`config.mk`:
```
export PLATFORM = sky130hd
export DESIGN_NAME = graph_traversal_adjacency_matrix_top
export DESIGN_NICKNAME = d
export VERILOG_FILES = /design/src/rtl/gtam_pkg.sv /design/src/rtl/gtam_rows.sv /design/src/rtl/gtam_pick.sv /design/src/rtl/graph_traversal_adjacency_matrix_top.sv
export SDC_FILE = /design/constraint.sdc
export NUM_CORES = 1
export LEC_CHECK = 0
export ABC_CLOCK_PERIOD_IN_PS = 6400
export BUFFER_PORTS_ARGS = -buffer_cell sky130_fd_sc_hd__buf_4
export CORE_MARGIN = 2
export CORE_UTILIZATION = 63
export CTS_CLUSTER_DIAMETER = 150
export DETAILED_ROUTE_END_ITERATION = 10
export PLACE_DENSITY = 0.9
export SLEW_MARGIN = 30
export SYNTH_ARGS = -nofsm -noshare
export SYNTH_HDL_FRONTEND = slang
export SYNTH_SLANG_ARGS = --single-unit
```
`constraint.sdc`:
```
create_clock -name i_clk -period 6.4 [get_ports i_clk]
set_clock_uncertainty 0.2 [all_clocks]
set_input_delay 0.64 -clock i_clk [delete_from_list [all_inputs] [get_ports i_clk]]
set_output_delay 0.64 -clock i_clk [all_outputs]
set_load 0.03 [all_outputs]
```
`src/rtl/gtam_pkg.sv`:
```
// ----------------------------------------------------------------------------
// gtam_pkg
// Shared types and constants for the adjacency-matrix graph traversal block.
// ----------------------------------------------------------------------------
`default_nettype none

package gtam_pkg;

    localparam int LANES    = 16;   // row width and list depth
    localparam int VTX_W    = 4;
    localparam int CNT_W    = 5;

    typedef logic [VTX_W-1:0] t_vtx;
    typedef logic [LANES-1:0] t_row;
    typedef logic [CNT_W-1:0] t_cnt;
    typedef logic [1:0]       t_mode;

    localparam t_mode MODE_LOAD = 2'd0;
    localparam t_mode MODE_BFS  = 2'd1;
    localparam t_mode MODE_DFS  = 2'd2;

    // Result of one neighbor pick
    typedef struct packed {
        logic hit;
        t_vtx idx;
    } t_pick;

endpackage

`default_nettype wire

```
`src/rtl/gtam_rows.sv`:
```
// ----------------------------------------------------------------------------
// gtam_rows
// Adjacency row storage: one write port, one read port, cleared at reset.
// ----------------------------------------------------------------------------
`default_nettype none

module gtam_rows #(
    parameter int ROWS = 16
) (
    input  wire logic          i_clk,
    input  wire logic          i_rst_n,
    input  wire logic          i_we,
    input  wire gtam_pkg::t_vtx i_waddr,
    input  wire gtam_pkg::t_row i_wdata,
    input  wire gtam_pkg::t_vtx i_raddr,
    output gtam_pkg::t_row     o_rdata
);
    import gtam_pkg::*;

    localparam int RAW = (ROWS > 1) ? $clog2(ROWS) : 1;

    t_row r_rows [ROWS];

    always_ff @(posedge i_clk) begin
        if (!i_rst_n) begin
            for (int i = 0; i < ROWS; i++) begin
                r_rows[i] <= '0;
            end
        end else if (i_we && (int'(i_waddr) < ROWS)) begin
            r_rows[i_waddr[RAW-1:0]] <= i_wdata;
        end
    end

    // Rows beyond the storage read as empty
    assign o_rdata = (int'(i_raddr) < ROWS) ? r_rows[i_raddr[RAW-1:0]] : '0;

endmodule

`default_nettype wire

```
`src/rtl/gtam_pick.sv`:
```
// ----------------------------------------------------------------------------
// gtam_pick
// Neighbor pick: lowest unvisited in-range vertex of an adjacency row.
// ----------------------------------------------------------------------------
`default_nettype none

module gtam_pick (
    input  wire gtam_pkg::t_row i_row,
    input  wire gtam_pkg::t_row i_visited,
    input  wire gtam_pkg::t_row i_range,
    output gtam_pkg::t_pick     o_pick
);
    import gtam_pkg::*;

    t_row cand;
    t_row low;
    t_vtx idx;

    assign cand = i_row & ~i_visited & i_range;
    // Isolate the lowest set bit
    assign low  = cand & (~cand + t_row'(1));

    always_comb begin
        idx = '0;
        for (int j = 0; j < LANES; j++) begin
            if (low[j]) begin
                idx = idx | t_vtx'(j);
            end
        end
    end

    assign o_pick.hit = |cand;
    assign o_pick.idx = idx;

endmodule

`default_nettype wire

```
`src/rtl/graph_traversal_adjacency_matrix_top.sv`:
```
// ----------------------------------------------------------------------------
// graph_traversal_adjacency_matrix_top
// Breadth-first and depth-first search over a stored adjacency matrix.
// ----------------------------------------------------------------------------
// Usage: a mode-0 transfer loads one adjacency row. A mode-1 or mode-2
// transfer starts a search that streams every reached vertex in visit order,
// with tlast on the final one; the slave side is not ready until the search
// is done. One neighbor pick unit makes one decision per cycle while the
// master side does not stall a depth-first step or a breadth-first pop.
// Rows reset to zero and vertex_count to 16. A start vertex at or above the
// vertex count gives no output.
`default_nettype none

module graph_traversal_adjacency_matrix_top #(
    parameter int MAX_VERTICES = 16
) (
    input  wire logic        i_clk,
    input  wire logic        i_rst_n,
    input  wire logic        i_cfg_we,
    input  wire logic [4:0]  i_cfg_wdata,     // vertex_count
    input  wire logic        s_axis_tvalid,
    output logic             s_axis_tready,
    input  wire logic [23:0] s_axis_tdata,    // [3:0] vertex, [19:4] row_bits, rest zero
    input  wire logic [1:0]  s_axis_tuser,    // [1:0] mode
    output logic             m_axis_tvalid,
    input  wire logic        m_axis_tready,
    output logic [7:0]       m_axis_tdata,    // [3:0] visited_vertex, rest zero
    output logic             m_axis_tlast
);
    import gtam_pkg::*;

    localparam int   ROWS = (MAX_VERTICES < LANES) ? MAX_VERTICES : LANES;
    localparam t_cnt CAP  = t_cnt'(ROWS);

    localparam logic [2:0] S_IDLE     = 3'd0;
    localparam logic [2:0] S_BFS_POP  = 3'd1;
    localparam logic [2:0] S_BFS_SCAN = 3'd2;
    localparam logic [2:0] S_DFS_STEP = 3'd3;
    localparam logic [2:0] S_FLUSH    = 3'd4;

    logic [2:0] r_state, n_state;
    t_cnt       r_vcount;
    t_row       r_visited, n_visited;
    t_vtx       r_list [LANES];       // queue for breadth-first, stack for depth-first
    t_cnt       r_head, n_head;
    t_cnt       r_tail, n_tail;       // queue tail, or stack depth
    t_vtx       r_cur, n_cur;
    logic       r_hold_valid, n_hold_valid;
    t_vtx       r_hold_vtx, n_hold_vtx;
    logic       r_out_valid, n_out_valid;
    t_vtx       r_out_vtx, n_out_vtx;
    logic       r_out_last, n_out_last;

    t_mode in_mode;
    t_vtx  in_vtx;
    t_row  in_row;
    logic  accept;
    t_cnt  n_eff;
    t_row  range_mask;
    t_vtx  top_idx;
    t_vtx  rd_sel;
    t_row  rd_row;
    t_pick pick;
    logic  out_free;
    logic  emit_ok;
    logic  emit_req;
    t_vtx  emit_vtx;
    logic  list_we;
    t_vtx  list_waddr;
    t_vtx  list_wdata;
    logic  row_we;

    assign in_mode = s_axis_tuser;
    assign in_vtx  = s_axis_tdata[3:0];
    assign in_row  = s_axis_tdata[19:4];

    assign s_axis_tready = (r_state == S_IDLE);
    assign accept        = s_axis_tvalid && s_axis_tready;

    assign n_eff = (r_vcount > CAP) ? CAP : r_vcount;

    always_comb begin
        for (int i = 0; i < LANES; i++) begin
            range_mask[i] = (t_cnt'(i) < n_eff);
        end
    end

    assign top_idx = t_vtx'(r_tail - t_cnt'(1));
    assign rd_sel  = (r_state == S_DFS_STEP) ? r_list[top_idx] : r_cur;

    gtam_rows #(
        .ROWS (ROWS)
    ) u_rows (
        .i_clk   (i_clk),
        .i_rst_n (i_rst_n),
        .i_we    (row_we),
        .i_waddr (in_vtx),
        .i_wdata (in_row),
        .i_raddr (rd_sel),
        .o_rdata (rd_row)
    );

    gtam_pick u_pick (
        .i_row     (rd_row),
        .i_visited (r_visited),
        .i_range   (range_mask),
        .o_pick    (pick)
    );

    assign out_free = !r_out_valid || m_axis_tready;
    // A new vertex may enter the hold stage once its old content can move out
    assign emit_ok  = !r_hold_valid || out_free;

    always_comb begin
        n_state      = r_state;
        n_visited    = r_visited;
        n_head       = r_head;
        n_tail       = r_tail;
        n_cur        = r_cur;
        n_hold_valid = r_hold_valid;
        n_hold_vtx   = r_hold_vtx;
        n_out_valid  = r_out_valid && !m_axis_tready;
        n_out_vtx    = r_out_vtx;
        n_out_last   = r_out_last;
        emit_req     = 1'b0;
        emit_vtx     = '0;
        list_we      = 1'b0;
        list_waddr   = r_tail[VTX_W-1:0];
        list_wdata   = '0;
        row_we       = 1'b0;

        case (r_state)
            S_IDLE: begin
                if (accept) begin
                    case (in_mode)
                        MODE_LOAD: begin
                            row_we = 1'b1;
                        end
                        MODE_BFS, MODE_DFS: begin
                            if ({1'b0, in_vtx} < n_eff) begin
                                n_visited  = t_row'(1) << in_vtx;
                                list_we    = 1'b1;
                                list_waddr = '0;
                                list_wdata = in_vtx;
                                n_head     = '0;
                                n_tail     = t_cnt'(1);
                                if (in_mode == MODE_BFS) begin
                                    n_state = S_BFS_POP;
                                end else begin
                                    emit_req = 1'b1;
                                    emit_vtx = in_vtx;
                                    n_state  = S_DFS_STEP;
                                end
                            end
                        end
                        default: begin
                        end
                    endcase
                end
            end
            S_BFS_POP: begin
                if (r_head == r_tail) begin
                    n_state = S_FLUSH;
                end else if (emit_ok) begin
                    emit_req = 1'b1;
                    emit_vtx = r_list[r_head[VTX_W-1:0]];
                    n_cur    = r_list[r_head[VTX_W-1:0]];
                    n_head   = r_head + t_cnt'(1);
                    n_state  = S_BFS_SCAN;
                end
            end
            S_BFS_SCAN: begin
                if (pick.hit) begin
                    list_we    = 1'b1;
                    list_wdata = pick.idx;
                    n_tail     = r_tail + t_cnt'(1);
                    n_visited  = r_visited | (t_row'(1) << pick.idx);
                end else begin
                    n_state = S_BFS_POP;
                end
            end
            S_DFS_STEP: begin
                if (r_tail == '0) begin
                    n_state = S_FLUSH;
                end else if (pick.hit) begin
                    if (emit_ok) begin
                        emit_req   = 1'b1;
                        emit_vtx   = pick.idx;
                        n_visited  = r_visited | (t_row'(1) << pick.idx);
                        list_we    = 1'b1;
                        list_wdata = pick.idx;
                        n_tail     = r_tail + t_cnt'(1);
                    end
                end else begin
                    // No neighbor left: drop the top entry
                    n_tail = r_tail - t_cnt'(1);
                end
            end
            S_FLUSH: begin
                if (!r_hold_valid) begin
                    n_state = S_IDLE;
                end else if (out_free) begin
                    n_out_valid  = 1'b1;
                    n_out_vtx    = r_hold_vtx;
                    n_out_last   = 1'b1;
                    n_hold_valid = 1'b0;
                    n_state      = S_IDLE;
                end
            end
            default: begin
                n_state = S_IDLE;
            end
        endcase

        // Hold one vertex back so the final one can carry tlast
        if (emit_req) begin
            if (r_hold_valid) begin
                n_out_valid = 1'b1;
                n_out_vtx   = r_hold_vtx;
                n_out_last  = 1'b0;
            end
            n_hold_valid = 1'b1;
            n_hold_vtx   = emit_vtx;
        end
    end

    always_ff @(posedge i_clk) begin
        if (!i_rst_n) begin
            r_state      <= S_IDLE;
            r_vcount     <= t_cnt'(16);
            r_visited    <= '0;
            r_head       <= '0;
            r_tail       <= '0;
            r_hold_valid <= 1'b0;
            r_out_valid  <= 1'b0;
        end else begin
            r_state      <= n_state;
            r_visited    <= n_visited;
            r_head       <= n_head;
            r_tail       <= n_tail;
            r_hold_valid <= n_hold_valid;
            r_out_valid  <= n_out_valid;
            if (i_cfg_we) begin
                r_vcount <= i_cfg_wdata;
            end
        end
    end

    always_ff @(posedge i_clk) begin
        r_cur      <= n_cur;
        r_hold_vtx <= n_hold_vtx;
        r_out_vtx  <= n_out_vtx;
        r_out_last <= n_out_last;
        if (list_we) begin
            r_list[list_waddr] <= list_wdata;
        end
    end

    assign m_axis_tvalid = r_out_valid;
    assign m_axis_tdata  = {4'd0, r_out_vtx};
    assign m_axis_tlast  = r_out_last;

    a_idle_no_hold : assert property (@(posedge i_clk) disable iff (!i_rst_n)
        (r_state == S_IDLE) |-> !r_hold_valid)
        else $error("held vertex left over while idle");

    a_head_le_tail : assert property (@(posedge i_clk) disable iff (!i_rst_n)
        (r_state == S_BFS_POP || r_state == S_BFS_SCAN) |-> (r_head <= r_tail))
        else $error("queue head passed tail");

    a_list_bound : assert property (@(posedge i_clk) disable iff (!i_rst_n)
        r_tail <= t_cnt'(LANES))
        else $error("list pointer beyond depth");

    a_flush_has_hold : assert property (@(posedge i_clk) disable iff (!i_rst_n)
        (r_state == S_FLUSH) |-> r_hold_valid)
        else $error("search ended with no vertex emitted");

endmodule

`default_nettype wire
```
---- Word-level counts from Yosys, hierarchy flattened ----
Memories as Yosys holds them, arrays and structs flattened. A register that Yosys moved wholly into a read port is not among the register bits.
Cells that the tools add are included.
W data, S select, Z words.
cells by class
  eq/ne operators ......................... 21
  bitwise operators ....................... 7
  reduce and logical (&&, ||, !) cells .... 21
  shifts and indexed selects .............. 2
  magnitude comparators ................... 18
  multiplexer cells ....................... 116
  add/subtract/negate cells ............... 4
operators with widths
  operator                 number
  $mux W4                  34
  $mux W16                 8
  $mux W5                  13
  $and A16 B16 Y16         3
  $pmux W16 S3             1
  $lt A4 B5 Y1 const A     8
  $mux W3                  13
  $mux W1                  37
  $not A16 Y16             2
  $reduce_or A16 Y1        2
  $shl A1 B4 Y16 const A   2
  $pmux W4 S3              2
  $lt A3 B5 Y1 const A     4
  $add A16 B1 Y16 const B  1
  $or A16 B16 Y16          1
  $pmux W3 S5              1
  $pmux W5 S3              1
  $ne A2 B2 Y1 const B     7
  $reduce_and A7 Y1        2
  $add A5 B1 Y5 const B    2
  $lt A1 B5 Y1 const A     2
  $lt A2 B5 Y1 const A     2
  $pmux W5 S2              1
  $ne A3 B3 Y1 const B     3
  25 further kinds         37
word-level totals
  output and inout bits ................... 11
  word-level logic and storage cells ...... 202
  input port bits ......................... 36
  memory bits (writable) .................. 320
  memories ................................ 2
  register bits after elaboration ......... 49
memory list
  memory         depth  width  read ports  clocked after memory_dff  write ports  line                                        RTL
  u_rows.r_rows  16     16     1           0                         16           gtam_rows.sv:22                             t_row r_rows [ROWS];
  r_list         16     4      2           1                         1            graph_traversal_adjacency_matrix_top.sv:44  t_vtx r_list [LANES];

---- Depth between registers and ports, before layout ----
An unclocked memory read counts as a cell.
  word-level depth ........................ 30
  mapped depth ............................ 24
  depth with buffers taken out ............ 15

---- By module ----
A second synthesis with hierarchy kept.
second synthesis, totals
  cell total of the unflattened synthesis .. 1361
  area, all modules ....................... 18455.2 um^2
modules (own cells, without submodules)
  module                                cells each  seq. area each (um^2)  instances  area each (um^2)
  gtam_rows                             722         7687.4                 1          11693.7
  graph_traversal_adjacency_matrix_top  589         3113.0                 1          6414.9
  gtam_pick                             50          0.0                    1          346.6

---- Least setup slack after synthesis ----
OpenSTA, ideal clock, no wires.
  path kind ............................... reg-to-reg
  from .................................... register r_tail[0]
  to ...................................... memory r_list[0][3] (netlist name), data pin
  slack ................................... 0.964 ns
  buffers on the path ..................... 5
  cell stages (with the launch flop) ...... 19
  library setup time ...................... 0.346 ns
  required time ........................... 5.854 ns
  data arrival time ....................... 4.890 ns
  period minus slack after synthesis ...... 5.436 ns
  cell sequence ........................... dfxtp_1 buf_2 inv_1 clkbuf_1 ha_1 buf_4 buf_6 a2111oi_0 nor4_2 a221o_1 buf_4 a2111oi_1 a221oi_1 a211oi_2 o31a_1 nand4bb_1 nor2_1 o21ai_1 o32ai_1
between the ends
  longest elaborated chain between the ends .. 21
  elaborated cells on any way between the ends .. 24
  those cells by class .................... 2 x add/sub; 14 x mux; 4 x bitwise; 2 x reduce/logical; 2 x memory
RTL lines
  element                        line                                         RTL
  start: declaration             graph_traversal_adjacency_matrix_top.sv:46   t_cnt r_tail, n_tail;
  start signal: assignment       graph_traversal_adjacency_matrix_top.sv:240  r_tail <= n_tail;
  $sub A5 B1 Y5                  --
  $mem_v2 Z16 W4                 --
  $mux W4                        graph_traversal_adjacency_matrix_top.sv:89   assign rd_sel = (r_state == S_DFS_STEP) ? r_list[top_idx] : r_cur;
  $mem_v2 Z16 W16                --
  $and A16 B16 Y16 (2 in a row)  gtam_pick.sv:19                              assign cand = i_row & ~i_visited & i_range;
  $not A16 Y16                   gtam_pick.sv:21                              assign low = cand & (~cand + t_row'(1));
  $add A16 B1 Y16                gtam_pick.sv:21
  $and A16 B16 Y16               gtam_pick.sv:21
  $mux W4 (8 in a row)           gtam_pick.sv:26                              if (low[j]) begin
  $mux W4                        graph_traversal_adjacency_matrix_top.sv:186  if (emit_ok) begin
  $mux W4                        graph_traversal_adjacency_matrix_top.sv:185  end else if (pick.hit) begin
  $mux W4                        graph_traversal_adjacency_matrix_top.sv:183  if (r_tail == '0) begin
  $pmux W4 S3 (*)                graph_traversal_adjacency_matrix_top.sv:132  case (r_state)
  named net list_wdata[3]        graph_traversal_adjacency_matrix_top.sv:70   t_vtx list_wdata;
  end: declaration               graph_traversal_adjacency_matrix_top.sv:44
Mark *: on every way through the listed nets, which the timed path passes. The rest lies on a longest branch.

==> results.json <==
{
  "grt_usage": 0.343,
  "dominantRegCellSynth": "edfxtp_1",
  "hold_ws_ns": 0.166,
  "io_pins": 47,
  "wl_per_cell_um": 26.7,
  "p_switching_uw": 3160,
  "grt_pass1_vias": 13800,
  "nets": 1643,
  "p_per_area_nw_per_um2": 402,
  "ant_nets": 0,
  "rows": 63,
  "dp_hpwl_mm": 34.2,
  "syn_area_sq_um": 19000,
  "power_leakage_uw": 0.00777,
  "min_path_type": "in -> reg",
  "drc": 0,
  "clkPwrFrac": 0.252,
  "setup_viol": 0,
  "start_util": 0.641,
  "gr-total-overflow": 0,
  "final_cell_mix": "edfxtp_1, and2_1, nand2_1, buf_4, mux2i_1",
  "antenna_found_initial": 0,
  "clkLatencyLatePin_ns": 0.55,
  "post-route-period-util": 0.972,
  "tightest_slew_ns": 0.937,
  "criticalPathCategory": "reg -> reg",
  "peakVddDrop_v": 0.000232,
  "port_buffers": 38,
  "switching_share": 0.375,
  "ys_seq_area_frac": 0.568,
  "worstSetupEndpointType": "register",
  "max_freq_mhz": 161,
  "required_ns": 6.49,
  "die-width_um": 178,
  "layout_commonest_cell": "edfxtp_1",
  "drive_gt1_frac": 0.158,
  "vias": 14300,
  "syn-instance-count": 1582,
  "slew-limit-headroom": 0.375,
  "status": "finished clean",
  "ys_warn_count": 0,
  "die_y_um": 178,
  "vias_per_cell": 7.09,
  "arrival_ns": 6.30,
  "syn_to_final_growth_pct": 10.4,
  "grt_max_degree": 56,
  "cts_tree": "done",
  "first_pass_iters": 9,
  "post-route-min-period_ns": 6.22,
  "seqPwrFrac": 0.358,
  "final_cells": 2015,
  "cts_sinks": 373,
  "path_clk_slew_ns": 0.06,
  "ctsHtreeMaxLevel": 2,
  "ys_ff_latch": 373,
  "coreArea_sq_um": 29600,
  "crit_path_max_fanout": 30,
  "slew_viol_final": 0,
  "crit_path_start_kind": "register",
  "synth_edf_count": 333,
  "clockBufferDepth": 3,
  "synthDistinctLibCells": 104,
  "cap_violations": 0,
  "drtIter0Drc": 2755,
  "hold_violations": 0,
  "routabilityCongestion": 0.924,
  "die-area_sq_um": 31600,
  "internal_power_uw": 5260,
  "combPwrFrac": 0.389,
  "syn_avg_cell_area_sq_um": 12.0,
  "grt_pass1_wl_mm": 80.6,
  "async_reset_ff_frac": 0,
  "postLayoutCoreUtil": 0.708,
  "root_buffer": "clkbuf_16",
  "cts_buffers": 39,
  "dp_cells": 1945,
  "routed_wl_mm": 53.9
}
-- synth_stat cells (4+ instances only) --
cell | n | area (sq um)
edfxtp_1 | 333 | 10000
and2_1 | 263 | 1650
nand2_1 | 130 | 488
nor2_1 | 78 | 293
mux2i_1 | 76 | 761
a21oi_1 | 70 | 350
clkbuf_1 | 68 | 255
o21ai_0 | 46 | 230
dfxtp_1 | 40 | 801
nand3_1 | 36 | 180
mux4_2 | 29 | 653
buf_2 | 23 | 115
nor3_1 | 22 | 110
a22oi_1 | 20 | 150
nand4_1 | 18 | 113
buf_4 | 16 | 120
inv_1 | 15 | 56.3
a21o_1 | 13 | 97.6
mux2_2 | 13 | 146
nand2b_1 | 13 | 81.3
nor4_1 | 13 | 81.3
a211oi_1 | 12 | 90.1
nor2b_1 | 12 | 75.1
o211ai_1 | 11 | 82.6
buf_6 | 10 | 113
a2111oi_0 | 9 | 78.8
ha_1 | 9 | 113
o2111ai_1 | 9 | 78.8
o211a_1 | 9 | 90.1
a22o_1 | 7 | 61.3
or2_2 | 7 | 43.8
xor2_1 | 7 | 61.3
a221oi_1 | 6 | 52.6
a31oi_1 | 6 | 37.5
o221a_2 | 6 | 67.6
o31ai_1 | 6 | 45.0
a2111oi_1 | 5 | 50.1
a21boi_0 | 5 | 37.5
and3_1 | 5 | 31.3
o22a_1 | 5 | 43.8
a32o_1 | 4 | 40.0
a41oi_1 | 4 | 35.0
or3_1 | 4 | 25.0
-- cell type report --
type / instances / area, sq um
well taps: 390 / 488
clock buffers: 48 / 1040
flip-flops and latches: 373 / 10800
multi-input cells: 1075 / 7670
inverters: 16 / 60.1
diodes: 1 / 2.50
fillers: 1891 / 8660
clock inverters: 19 / 136
repair buffers: 93 / 773
-- power by group through the flow --
stage	logic [uW]	clock network, uW	registers, uW
floorplan	2250	0	3000
global placement	2980	0	3050
detailed placement	3070	0	3060
CTS	3110	2130	3020
global route	3420	2220	3040
finish	3280	2130	3020
-- per-layer routing --
metal / share of wire / global-route usage / routed length [um] / vias to the layer above
met5: 0 / 0 / 0 / -
met4: 0.050 / 0.148 / 2720 / 0
met3: 0.14 / 0.0876 / 7440 / 286
met2: 0.46 / 0.536 / 24700 / 1277
met1: 0.35 / 0.458 / 19000 / 6792
li1: - / - / - / 5929
-- critical path, stage by stage, from the launching register on --
cell and delay [ns]:
dfxtp_1 0.31, inv_1 0.12, buf_4 0.22, ha_1 0.36
xnor2_4 0.18, a2111oi_0 0.79, nor4_2 0.19, a221o_2 0.50
buf_12 0.21, a21oi_1 0.14, a22oi_1 0.09, a21o_1 0.22
a211oi_2 0.54, and4bb_2 0.54, nand4_2 0.26, a211o_1 0.48
o21a_1 0.34, and2_1 0.23
-- cell families (layout without fill, tap and decap cells) --
| family | Yosys count | after routing | synth area share |
|---|---|---|---|
| AO/OA/AOI/OAI | 300 | 300 | 0.117 |
| XOR/XNOR | 11 | 11 | 0.00546 |
| flip-flops | 373 | 373 | 0.568 |
| AND/OR/NAND/NOR | 633 | 633 | 0.184 |
| buffers and inverters | 137 | 176 | 0.0369 |
| adder cells (fa/ha/maj) | 9 | 9 | 0.00593 |
| multiplexers | 118 | 118 | 0.0821 |
| other | 1 | 5 | 0.000197 |
-- sequential cells by signal, summed over array words and instances, names as in the netlist, named ones only --
name	flops
r_vcount	5
r_hold_valid	1
r_tail	5
m_axis_tvalid	1
u_rows.r_rows	256
r_hold_vtx	4
r_list	64
r_cur	4
r_head	5
r_state	3
r_visited	16
-- stage by stage --
| stage | TNS, ns | setup slack [ns] | area, sq um | total power (uW) |
|---|---|---|---|---|
| 2_1_floorplan | 0 | 0.964 | 19000 | 5250 |
| 3_3_place_gp | 0 | 0.553 | 19700 | 6030 |
| 3_5_place_dp | 0 | 0.400 | 19800 | 6130 |
| 4_1_cts | 0 | 0.254 | 20900 | 8250 |
| 5_1_grt | -0.00338 | -0.00338 | 21000 | 8690 |
| 6_report | 0 | 0.182 | 21000 | 8430 |
-- path summary, 6_finish.rpt --
path / startpoint / end / slack [ns] / depth (start not counted)
min reg2reg: r_visited[13] / r_visited[13] / 0.27 / 2
max reg2reg: r_tail[0] / register / 0.18 / 17
max: r_tail[0] / register / 0.18 / 17
min: i_cfg_wdata[4] / r_vcount[4] / 0.17 / 3
-- timing repair --
item,CTS,global route
setup endpoints to repair,0,4
resized for setup,0,5
hold buffers,0,0
setup buffers,0,2
No activity file was read; power rests on OpenSTA's default activity.
